[src/rtl/rxs_pkg.sv]
// ----------------------------------------------------------------------------
// rxs_pkg: shared definitions for the record exchange sorter
// Field widths, the default capacity and the controller/datapath bundles.
// ----------------------------------------------------------------------------
package rxs_pkg;

    localparam int ENTRIES_DEFAULT = 64;
    localparam int KEY_W           = 17;
    localparam int TAG_W           = 8;

    // Commands from the controller to the datapath
    typedef struct packed {
        logic wr_en;      // write one record into the store
        logic wr_src_in;  // 1: write the input transaction, 0: write the held record
        logic cur_load;   // load the held record from the read register
        logic emit;       // present the read record on the result ports
        logic emit_last;  // the presented record closes the run
        logic emit_ovf;   // the batch dropped records
    } t_cmd;

    // Status from the datapath to the controller
    typedef struct packed {
        logic gt;         // held key is greater than the key just read
    } t_stat;

endpackage

[src/rtl/rxs_datapath.sv]
// ----------------------------------------------------------------------------
// rxs_datapath: record store, held record, key compare and result registers
// One write and one registered read per cycle on the key and tag stores.
// ----------------------------------------------------------------------------
module rxs_datapath #(
    parameter int ENTRIES = rxs_pkg::ENTRIES_DEFAULT,
    localparam int AW     = $clog2(ENTRIES)
) (
    input  logic                     i_clk,
    input  logic                     i_rst_n,
    input  rxs_pkg::t_cmd            i_cmd,
    input  logic [AW-1:0]            i_wr_addr,
    input  logic [AW-1:0]            i_rd_addr,
    input  logic [rxs_pkg::KEY_W-1:0] i_sort_key,
    input  logic [rxs_pkg::TAG_W-1:0] i_record_tag,
    output rxs_pkg::t_stat           o_stat,
    output logic                     o_out_valid,
    output logic [rxs_pkg::KEY_W-1:0] o_out_key,
    output logic [rxs_pkg::TAG_W-1:0] o_out_tag,
    output logic                     o_out_last,
    output logic                     o_overflow
);

    logic [rxs_pkg::KEY_W-1:0] mem_key [ENTRIES];
    logic [rxs_pkg::TAG_W-1:0] mem_tag [ENTRIES];

    logic [rxs_pkg::KEY_W-1:0] r_rd_key;
    logic [rxs_pkg::TAG_W-1:0] r_rd_tag;
    logic [rxs_pkg::KEY_W-1:0] r_cur_key;
    logic [rxs_pkg::TAG_W-1:0] r_cur_tag;
    logic                      r_vld;
    logic                      r_last;
    logic                      r_ovf;

    logic [rxs_pkg::KEY_W-1:0] wr_key;
    logic [rxs_pkg::TAG_W-1:0] wr_tag;

    // Pick the write data: new transaction or the held record
    always_comb begin
        wr_key = i_cmd.wr_src_in ? i_sort_key   : r_cur_key;
        wr_tag = i_cmd.wr_src_in ? i_record_tag : r_cur_tag;
    end

    // Write and read the record store
    always_ff @(posedge i_clk) begin
        if (i_cmd.wr_en) begin
            mem_key[i_wr_addr] <= wr_key;
            mem_tag[i_wr_addr] <= wr_tag;
        end
        r_rd_key <= mem_key[i_rd_addr];
        r_rd_tag <= mem_tag[i_rd_addr];
    end

    // Hold the record of the current outer slot
    always_ff @(posedge i_clk) begin
        if (i_cmd.cur_load) begin
            r_cur_key <= r_rd_key;
            r_cur_tag <= r_rd_tag;
        end
    end

    // Mark results in the cycle after their read is issued
    always_ff @(posedge i_clk) begin
        if (!i_rst_n) begin
            r_vld  <= 1'b0;
            r_last <= 1'b0;
            r_ovf  <= 1'b0;
        end else begin
            r_vld  <= i_cmd.emit;
            r_last <= i_cmd.emit && i_cmd.emit_last;
            r_ovf  <= i_cmd.emit && i_cmd.emit_ovf;
        end
    end

    assign o_stat.gt   = r_cur_key > r_rd_key;
    assign o_out_valid = r_vld;
    assign o_out_key   = r_rd_key;
    assign o_out_tag   = r_rd_tag;
    assign o_out_last  = r_last;
    assign o_overflow  = r_ovf;

endmodule

[src/rtl/rxs_ctrl.sv]
// ----------------------------------------------------------------------------
// rxs_ctrl: sequencer for load, exchange sort and output
// Keeps the fill count, the drop flag and the slot counters.
// ----------------------------------------------------------------------------
module rxs_ctrl #(
    parameter int ENTRIES = rxs_pkg::ENTRIES_DEFAULT,
    localparam int AW     = $clog2(ENTRIES),
    localparam int CW     = $clog2(ENTRIES + 1)
) (
    input  logic          i_clk,
    input  logic          i_rst_n,
    input  logic          start,
    input  logic          i_batch_end,
    input  rxs_pkg::t_stat i_stat,
    output logic          busy,
    output rxs_pkg::t_cmd o_cmd,
    output logic [AW-1:0] o_wr_addr,
    output logic [AW-1:0] o_rd_addr
);

    localparam logic [2:0] S_IDLE  = 3'd0;
    localparam logic [2:0] S_LOADX = 3'd1;
    localparam logic [2:0] S_FETCH = 3'd2;
    localparam logic [2:0] S_SCAN  = 3'd3;
    localparam logic [2:0] S_WBX   = 3'd4;
    localparam logic [2:0] S_EMIT  = 3'd5;

    localparam logic [CW-1:0] FULL = CW'(ENTRIES);

    logic [2:0]    r_state, n_state;
    logic [CW-1:0] r_fill,  n_fill;
    logic          r_drop,  n_drop;
    logic [AW-1:0] r_x,     n_x;
    logic [AW-1:0] r_j,     n_j;
    logic [AW-1:0] r_k,     n_k;

    logic [CW-1:0] fill_inc;
    logic          j_last;
    logic          k_last;

    assign fill_inc = (r_fill < FULL) ? r_fill + CW'(1) : r_fill;
    assign j_last   = (CW'(r_j) == r_fill - CW'(1));
    assign k_last   = (CW'(r_k) + CW'(1) == r_fill);

    // Sequence load, sort passes and output
    always_comb begin
        n_state   = r_state;
        n_fill    = r_fill;
        n_drop    = r_drop;
        n_x       = r_x;
        n_j       = r_j;
        n_k       = r_k;
        o_cmd     = '0;
        o_wr_addr = '0;
        o_rd_addr = '0;
        case (r_state)
            S_IDLE: begin
                if (start) begin
                    if (r_fill < FULL) begin
                        o_cmd.wr_en     = 1'b1;
                        o_cmd.wr_src_in = 1'b1;
                        o_wr_addr       = r_fill[AW-1:0];
                        n_fill          = fill_inc;
                    end else begin
                        n_drop = 1'b1;
                    end
                    if (i_batch_end) begin
                        n_x = '0;
                        n_k = '0;
                        n_state = (fill_inc >= CW'(2)) ? S_LOADX : S_EMIT;
                    end
                end
            end
            S_LOADX: begin
                o_rd_addr = r_x;
                n_state   = S_FETCH;
            end
            S_FETCH: begin
                o_cmd.cur_load = 1'b1;
                o_rd_addr      = r_x + AW'(1);
                n_j            = r_x + AW'(1);
                n_state        = S_SCAN;
            end
            S_SCAN: begin
                o_rd_addr = j_last ? r_j : r_j + AW'(1);
                if (i_stat.gt) begin
                    o_cmd.wr_en    = 1'b1;
                    o_cmd.cur_load = 1'b1;
                    o_wr_addr      = r_j;
                end
                if (j_last) begin
                    n_state = S_WBX;
                end else begin
                    n_j = r_j + AW'(1);
                end
            end
            S_WBX: begin
                o_cmd.wr_en = 1'b1;
                o_wr_addr   = r_x;
                o_rd_addr   = r_x + AW'(1);
                n_x         = r_x + AW'(1);
                if (CW'(r_x) + CW'(2) == r_fill) begin
                    n_k     = '0;
                    n_state = S_EMIT;
                end else begin
                    n_state = S_FETCH;
                end
            end
            S_EMIT: begin
                o_rd_addr       = r_k;
                o_cmd.emit      = 1'b1;
                o_cmd.emit_last = k_last;
                o_cmd.emit_ovf  = r_drop;
                if (k_last) begin
                    n_fill  = '0;
                    n_drop  = 1'b0;
                    n_state = S_IDLE;
                end else begin
                    n_k = r_k + AW'(1);
                end
            end
            default: begin
                n_state = S_IDLE;
            end
        endcase
    end

    // Advance state and counters
    always_ff @(posedge i_clk) begin
        if (!i_rst_n) begin
            r_state <= S_IDLE;
            r_fill  <= '0;
            r_drop  <= 1'b0;
            r_x     <= '0;
            r_j     <= '0;
            r_k     <= '0;
        end else begin
            r_state <= n_state;
            r_fill  <= n_fill;
            r_drop  <= n_drop;
            r_x     <= n_x;
            r_j     <= n_j;
            r_k     <= n_k;
        end
    end

    assign busy = (r_state != S_IDLE);

    // Fill count never exceeds the capacity
    a_fill_bound: assert property (@(posedge i_clk) disable iff (!i_rst_n)
        r_fill <= FULL)
        else $error("fill count above capacity");

    // Inner index always runs past the outer slot
    a_scan_order: assert property (@(posedge i_clk) disable iff (!i_rst_n)
        (r_state == S_SCAN) |-> (r_j > r_x))
        else $error("inner index not after outer slot");

    // Closing record returns to idle with an empty batch
    a_run_close: assert property (@(posedge i_clk) disable iff (!i_rst_n)
        (o_cmd.emit && o_cmd.emit_last) |=> (r_state == S_IDLE && r_fill == '0 && !r_drop))
        else $error("batch not cleared after last result");

    // Swap writes only land on the inner index during a scan
    a_swap_addr: assert property (@(posedge i_clk) disable iff (!i_rst_n)
        (r_state == S_SCAN && o_cmd.wr_en) |-> (o_wr_addr == r_j && CW'(r_j) < r_fill))
        else $error("swap write outside loaded slots");

    // Results are only issued from the output state
    a_emit_state: assert property (@(posedge i_clk) disable iff (!i_rst_n)
        o_cmd.emit |-> (r_state == S_EMIT))
        else $error("result issued outside output state");

endmodule

[src/rtl/record_exchange_sort.sv]
// ----------------------------------------------------------------------------
// record_exchange_sort: batch loader with an ascending exchange sort
// Stores records until the batch end, sorts them in place and streams them out.
//
//   channel  | handshake               | fields
//   ---------+-------------------------+------------------------------------------
//   input    | start & !busy           | i_sort_key, i_record_tag, i_batch_end
//   result   | o_out_valid (1 cycle)   | o_out_key, o_out_tag, o_out_last, o_overflow
//
// A record without batch end is stored while the block stays idle. On batch end
// with two or more records the exchange sort runs one compare per cycle on the
// store's single read port, each outer slot fetched before its scan and written
// back after it; then the results stream out, the last in the cycle busy falls.
// Reset (synchronous, active low) empties the batch; store contents are kept.
// The result side cannot stall; busy holds off new transactions until done.
// ----------------------------------------------------------------------------
module record_exchange_sort #(
    parameter int ENTRIES = rxs_pkg::ENTRIES_DEFAULT
) (
    input  logic                      i_clk,
    input  logic                      i_rst_n,
    input  logic                      start,
    output logic                      busy,
    input  logic [rxs_pkg::KEY_W-1:0] i_sort_key,
    input  logic [rxs_pkg::TAG_W-1:0] i_record_tag,
    input  logic                      i_batch_end,
    output logic                      o_out_valid,
    output logic [rxs_pkg::KEY_W-1:0] o_out_key,
    output logic [rxs_pkg::TAG_W-1:0] o_out_tag,
    output logic                      o_out_last,
    output logic                      o_overflow
);

    localparam int AW = $clog2(ENTRIES);

    rxs_pkg::t_cmd  cmd;
    rxs_pkg::t_stat stat;
    logic [AW-1:0]  wr_addr;
    logic [AW-1:0]  rd_addr;

    // Sequence the batch
    rxs_ctrl #(
        .ENTRIES (ENTRIES)
    ) u_ctrl (
        .i_clk       (i_clk),
        .i_rst_n     (i_rst_n),
        .start       (start),
        .i_batch_end (i_batch_end),
        .i_stat      (stat),
        .busy        (busy),
        .o_cmd       (cmd),
        .o_wr_addr   (wr_addr),
        .o_rd_addr   (rd_addr)
    );

    // Store, compare and present records
    rxs_datapath #(
        .ENTRIES (ENTRIES)
    ) u_datapath (
        .i_clk        (i_clk),
        .i_rst_n      (i_rst_n),
        .i_cmd        (cmd),
        .i_wr_addr    (wr_addr),
        .i_rd_addr    (rd_addr),
        .i_sort_key   (i_sort_key),
        .i_record_tag (i_record_tag),
        .o_stat       (stat),
        .o_out_valid  (o_out_valid),
        .o_out_key    (o_out_key),
        .o_out_tag    (o_out_tag),
        .o_out_last   (o_out_last),
        .o_overflow   (o_overflow)
    );

endmodule
[config.mk]
export PLATFORM = sky130hd
export DESIGN_NAME = record_exchange_sort
export DESIGN_NICKNAME = d
export VERILOG_FILES = /design/src/rtl/rxs_pkg.sv /design/src/rtl/rxs_datapath.sv /design/src/rtl/rxs_ctrl.sv /design/src/rtl/record_exchange_sort.sv
export SDC_FILE = /design/constraint.sdc
export NUM_CORES = 2
export LEC_CHECK = 0
export ABC_CLOCK_PERIOD_IN_PS = 5900
export BUFFER_PORTS_ARGS = -buffer_cell sky130_fd_sc_hd__buf_2
export CAP_MARGIN = 25
export CORE_ASPECT_RATIO = 0.9
export CORE_MARGIN = 4
export CORE_UTILIZATION = 50
export CTS_CLUSTER_DIAMETER = 150
export CTS_CLUSTER_SIZE = 8
export DETAILED_ROUTE_END_ITERATION = 7
export HOLD_SLACK_MARGIN = 0.08
export PLACE_DENSITY = 0.64
export SETUP_SLACK_MARGIN = 0.2
export SYNTH_ARGS = -nofsm -noshare
export SYNTH_HDL_FRONTEND = slang
export SYNTH_SLANG_ARGS = --single-unit
[constraint.sdc]
create_clock -name i_clk -period 5.9 [get_ports i_clk]
set_input_delay 0.59 -clock i_clk [delete_from_list [all_inputs] [get_ports i_clk]]
set_output_delay 0.59 -clock i_clk [all_outputs]
set_load 0.05 [all_outputs]
# == Yosys cells after proc, flatten, opt, wreduce, memory -nomap -nowiden ==
# Memory sizes are Yosys's and may differ from the RTL's. A register that Yosys moved wholly into a read port is not among the register bits.
# Index checks and enable logic that the tools add are counted.
# totals
mem_count,2
reg_bits,57
output_inout_bits,29
ramBits,1600
# mem_list
memory,depth,width,rd,rd_ports_with_merged_regs,wr,line_no,text
u_datapath.mem_key,64,17,1,1,1,rxs_datapath.sv:24,logic [rxs_pkg::KEY_W-1:0] mem_key [ENTRIES];
u_datapath.mem_tag,64,8,1,1,1,rxs_datapath.sv:25,logic [rxs_pkg::TAG_W-1:0] mem_tag [ENTRIES];
# op_classes
magnitude_cmp,3
eq_ne,16
muxes,40
addsub,7
reduce_logical,14
# ops
cell,count
6-bit two-way mux,8
6-bit one-hot mux with 3 select lines,2
7-bit two-way mux,4
6-bit one-hot mux with 2 select lines,2
6-bit one-hot mux with 4 select lines,1
3-bit two-way mux,7
6-bit by 1-bit adder with 6-bit output (second input constant),3
3-bit one-hot mux with 6 select lines,1
17-bit greater-than comparator,1
17-bit two-way mux,1
7-bit equality test,2
7-bit one-hot mux with 2 select lines,1
4-bit AND reduction,3
8-bit two-way mux,1
2-bit by 1-bit != test with 1-bit output (second input constant),4
2-bit != test (second input constant),4
6-bit by 1-bit adder with 7-bit output (second input constant),1
6-bit by 2-bit adder with 7-bit output (second input constant),1
7-bit by 1-bit adder with 7-bit output (second input constant),1
6-bit by 7-bit equality test with 1-bit output,1
7-bit by 2-bit greater-or-equal comparator with 1-bit output (second input constant),1
7-bit less-than comparator (second input constant),1
1-bit two-way mux,7
7-bit by 1-bit subtractor with 7-bit output (second input constant),1
other kinds (13),21

# == Logic depth before layout (Yosys ltp) ==
# depth
word_depth,7
ltp_mapped,18
depth_no_buf,12

# == Modules after synthesis ==
# From an unflattened synthesis, not the netlist that was laid out.
# unflattened
hier_cells,3102
hier_area_um2,65404.0
# by_module_without_submodules
module,cells_per_inst,seq_area_each_um2,area_each_um2,instances
rxs_datapath,2741,49357.3,62774.0,1
rxs_ctrl,361,580.6,2630.0,1

# == Least setup slack after synthesis ==
# No wires, ideal clock.
# synth_timing
path_kind,flip-flop to flip-flop
startpoint,"reg u_datapath.r_rd_key, in the netlist u_datapath.o_out_key[10] (read register of u_datapath.mem_key)"
endpoint,"mem u_datapath.mem_key[31][0] in the netlist's numbering, enable pin"
path_slack_ns,-0.101
arrival_time_ns,5.531
path_stages_with_launch,16
required_time_ns,5.430
n_path_buf,3
setup_time_ns,0.470
path_cell_list,dfxtp_1 > inv_1 > ha_1 > a21o_1 > a21o_1 > a21oi_1 > o21ai_0 > nor2_1 > a211oi_1 > o41a_1 > clkbuf_1 > a222oi_1 > clkbuf_1 > or3_1 > clkbuf_1 > nor4_1
# synth_via
elab_chain_cells,5
elab_cells_between_ends,7
classes_between,order compare: 1; mux: 6
# synth_rtl
element,line_no,text
"start, declared",rxs_datapath.sv:27,logic [rxs_pkg::KEY_W-1:0] r_rd_key;
17-bit greater-than comparator *,rxs_datapath.sv:75,assign o_stat.gt = r_cur_key > r_rd_key;
1-bit two-way mux,rxs_ctrl.sv:86,if (i_stat.gt) begin
1-bit one-hot mux with 3 select lines,rxs_ctrl.sv:56,case (r_state)
1-bit two-way mux,rxs_datapath.sv:46,if (i_cmd.wr_en) begin
1-bit two-way mux (not written as such),rxs_datapath.sv:47,mem_key[i_wr_addr] <= wr_key;
"end, declared",rxs_datapath.sv:24,
# Mark *: on every way between the ends. The rest lies on a longest branch, timed or not.

# == Worst setup path in the final report ==
# layout_timing
startpoint,reg u_ctrl.r_fill[0]
endpoint,"reg u_datapath.r_rd_key, in the netlist u_datapath.o_out_key[14] (read register of u_datapath.mem_key)"
# layout_via
elab_chain_cells,4
# layout_rtl
element,line_no,text
"start, declared",rxs_ctrl.sv:31,"logic [CW-1:0] r_fill, n_fill;"
"start signal, assigned",rxs_ctrl.sv:139,r_fill <= n_fill;
7-bit by 1-bit subtractor with 7-bit output,rxs_ctrl.sv:42,assign j_last = (CW'(r_j) == r_fill - CW'(1));
6-bit by 7-bit equality test with 1-bit output,rxs_ctrl.sv:42,
6-bit two-way mux,--,
6-bit one-hot mux with 4 select lines,rxs_ctrl.sv:56,
# No other way between the ends.
# A chain may end at the register's enable or synchronous reset.

==> flow_summary_export.csv <==
group,metric,value,unit
status,outcome,"completed",
min_path,holdPathStages,4,
finish,fin_nets,5346,
sta,min_period,5.27,ns
logic_synthesis,synth_mux_area_share,2.34,%
floorplanning,core-area,136000,sq um
logic_synthesis,synth_area_leaders,"edfxtp_1, nand2_1, nand3_1, mux2i_1, a211oi_1",
logic_synthesis,ys_ff_latch,1682,
logic_synthesis,synthFlopType,"edfxtp_1",
worst_setup_path,r2r-start,"u_ctrl.r_fill[0]",
routing,dr.pass1.iters,7,
finish,fin_cells,7249,
clock_network,clkSlewWorstSetupHoldPaths,0.06,ns
sta,timing.hold.ws,0.212,ns
pwr,p_per_area,506,nW/um^2
worst_setup_path,start_kind,"flip-flop",
logic_synthesis,synth_top_family_by_area,"simple AND/OR/NAND/NOR gates",
sta,skew,0.0415,ns
min_path,hp-class,"primary input to flip-flop",
worst_setup_path,cp.arrival,6.04,ns
floorplanning,die-area,143000,sq um
worst_setup_path,cp-end-kind,"flip-flop",
clock_network,worstSkewPairLatency,0.85,ns
floorplanning,ios,58,
place,dp_slack,0.758,ns
finish,layout-drive-gt1-share,11.7,%
worst_setup_path,r2r_end,"u_datapath.o_out_key[14]",
routing,initialDrtViolationCount,6038,
sta,clock.fmax,0.190,GHz
logic_synthesis,synthArstFlopShare,0,%
routing,vias_per_cell,6.23,
sta,drv_slew,0,
logic_synthesis,synth_cell_types,76,
sta,period_share,89.4,%
logic_synthesis,synth_compound_gate_area_share,8.50,%
finish,nFillCells,10722,
clock_network,numCtsBuffers,228,
logic_synthesis,ys_seq_area_share,72.8,%
logic_synthesis,yosysWarnings,0,
logic_synthesis,synth_xor_area_share,0.383,%
routing,routedWlPerCell,27.9,microns
place,dp_cells,6882,
logic_synthesis,synthSimpleGateAreaFrac,12.6,%
clock_network,cts-resized-gates,0,
sta,rsz0062_at_grt,"false",
clock_network,cts_root_buf,"clkbuf_16",
min_path,hold-path-endpoint,"u_ctrl.r_state[0]",
pwr,leakagePower,27.1,nW
worst_setup_path,r2r_cells,13,
pwr,ir_worst_vdd,0.000599,V
sta,finalSetupViolCount,0,
clock_network,cts.sinks,1682,
clock_network,cts_setup_buffers,0,
logic_synthesis,yosys.area.top_type,"edfxtp_1",
finish,register_area,49900,sq um
routing,drc,0,
finish,multiInputGateArea,17100,sq um
logic_synthesis,yosys.area_share.adder,0.438,%
clock_network,cts_tree,"built",
grt,grt_util_all_layers,27.8,%
place,numPortBuffers,57,
routing,drtAntennaViolNets,0,
sta,finalWorstSetupSlack,0.626,ns
floorplanning,die_x,398,microns
logic_synthesis,netlist_instances,5171,
clock_network,cts-htree-levels,4,
sta,finalSetupTns,0,ns
worst_setup_path,critical_path_class,"flip-flop to flip-flop",
floorplanning,rows,128,
routing,routed_wl,202000,microns
min_path,worstHoldStart,"start",
logic_synthesis,synth_edf_count,1625,
logic_synthesis,synth_top_area_share,71.1,%
finish,area_growth,14.2,%
sta,hold_viol_final,0,
place,dp_hpwl,118000,microns
logic_synthesis,synth_area,68600,sq um
place,routabilityCongestion,0.883,
grt,grt_pass1_wl,293000,microns
routing,vias,45178,
worst_setup_path,critPathMaxFanout,37,
floorplanning,start_util,50.5,%
logic_synthesis,synth_nets,5224,
grt,antenna_found_initial,15,
worst_setup_path,rrSetupSlack,0.63,ns
floorplanning,die_h,359,microns
clock_network,clockBufferDepth,3,
grt,grt_max_degree,125,
worst_setup_path,crit_required,6.67,ns
grt,grt_pass1_vias,42086,
flow_run,cap_violations,0,
grt,gr-total-overflow,0,
sta,tightest_slew,1.13,ns
clock_network,hold_buffers,0,
sta,slew_headroom,24.6,%
logic_synthesis,synth.avg_cell_area,13.3,sq um
-- placed cells by master (no fill, tap or decap), types with 14 or more instances in the layout --
cell,synthesis,final
buf_12,0,27
a31oi_1,198,198
nand3_1,443,440
a22oi_1,36,36
a21oi_1,80,80
nor3_1,15,14
mux2i_1,158,158
and4_1,25,25
edfxtp_1,1625,1625
inv_1,101,101
buf_2,149,57
dfxtp_1,57,57
o211ai_1,72,72
nand2_4,0,15
xnor2_1,22,22
nand4_1,40,40
clkbuf_1,171,119
clkbuf_16,0,231
nor2_1,73,23
ha_1,24,24
a211oi_1,175,175
buf_4,26,172
o21ai_0,41,40
nand2_1,1294,1267
nor2b_1,24,16
nor2_2,3,52
a32oi_1,27,27
a311oi_1,100,100
-- final cells by class --
cell class	instances	area share, %
clock buffer	350	7.95
sequential	1682	63.7
tap	1820	2.91
multi-input combinational	3022	21.9
timing repair buffer	258	2.74
antenna	3	0.00958
clock inverter	13	0.299
inverter	101	0.484
-- registers in the layout, indices dropped and copies added, names as in the netlist --
register	flops
u_datapath.r_cur_tag	8
u_ctrl.r_state	3
u_datapath.r_cur_key	17
u_datapath.o_out_valid	1
u_ctrl.r_fill	7
u_datapath.o_out_last	1
u_datapath.o_overflow	1
u_ctrl.r_j	6
u_ctrl.r_x	6
u_datapath.o_out_tag	8
u_datapath.mem_key	1088
u_datapath.o_out_key	17
u_ctrl.r_drop	1
u_datapath.mem_tag	512
u_ctrl.r_k	6
-- through the flow --
| step | instance area, sq um | power, mW | utilization [%] |
|---|---|---|---|
| 6_report | 78400 | 39.6 | 57.7 |
| 5_1_grt | 78300 | 41.0 | 57.7 |
| 4_1_cts | 78300 | 39.6 | 57.7 |
| 3_5_place_dp | 71900 | 27.7 | 52.9 |
| 3_3_place_gp | 71800 | 27.5 | 52.9 |
| 2_1_floorplan | 68700 | 22.6 | - |
-- cells by family (layout without fill, tap and decap cells) --
group / Yosys count / in the layout
compound gates: 816 / 816
xor+xnor: 30 / 30
fa+ha+maj: 24 / 24
buf+inv: 467 / 722
flops: 1682 / 1682
mux: 160 / 160
other cells: 0 / 3
simple gates: 1992 / 1992
-- Yosys cell counts, types with 40 or more instances --
cell type,instances
dfxtp_1,57
o211ai_1,72
clkbuf_1,171
edfxtp_1,1625
a311oi_1,100
buf_2,149
inv_1,101
nor2_1,73
a31oi_1,198
nand3_1,443
nand2_1,1294
nand4_1,40
a211oi_1,175
o21ai_0,41
a21oi_1,80
mux2i_1,158
-- routing by layer --
metal,vias up,share of wire (%),track usage (%)
met3,391,11,5.97
met1,22507,40,40.2
li1,19707,-,-
met4,4,3.6,10.0
met5,-,0.028,0
met2,2569,45,41.7
-- worst max-delay path by stage --
stage | depth (start not counted) | endpoint | slack (ns) | from
floorplan | 14 | u_datapath.mem_key[56][0] | 0.82 | u_datapath.o_out_key[10]
global placement | 15 | u_datapath.o_out_key[6] | 0.44 | u_ctrl.r_fill[0]
detailed placement | 13 | u_datapath.o_out_key[14] | 0.76 | u_ctrl.r_fill[0]
CTS | 13 | u_datapath.o_out_key[14] | 0.73 | u_ctrl.r_fill[0]
global route | 12 | u_datapath.o_out_key[14] | 0.40 | u_ctrl.r_fill[0]
finish | 13 | u_datapath.o_out_key[14] | 0.63 | u_ctrl.r_fill[0]
-- critical path, stage by stage, from the launching register on --
cell and delay, ns:
dfxtp_1 0.61, inv_1 0.09, ha_1 0.29, o21bai_1 0.18, a2111oi_0 0.51, or3_1 0.35, o22ai_2 0.20, mux2i_1 0.50
nand2_4 0.43, buf_4 0.33, a311oi_1 0.28, a31oi_1 0.17, a32oi_1 0.93, and4_1 0.31
-- power breakdown --
part / internal [mW] / switching, mW / total, mW / leakage, nW
sequential: 15.1 / 0.419 / 15.5 / 15.1
clock: 7.13 / 4.81 / 11.9 / 3.09
combinational: 3.05 / 9.13 / 12.2 / 8.91
No activity file was read; power rests on OpenSTA's default activity.
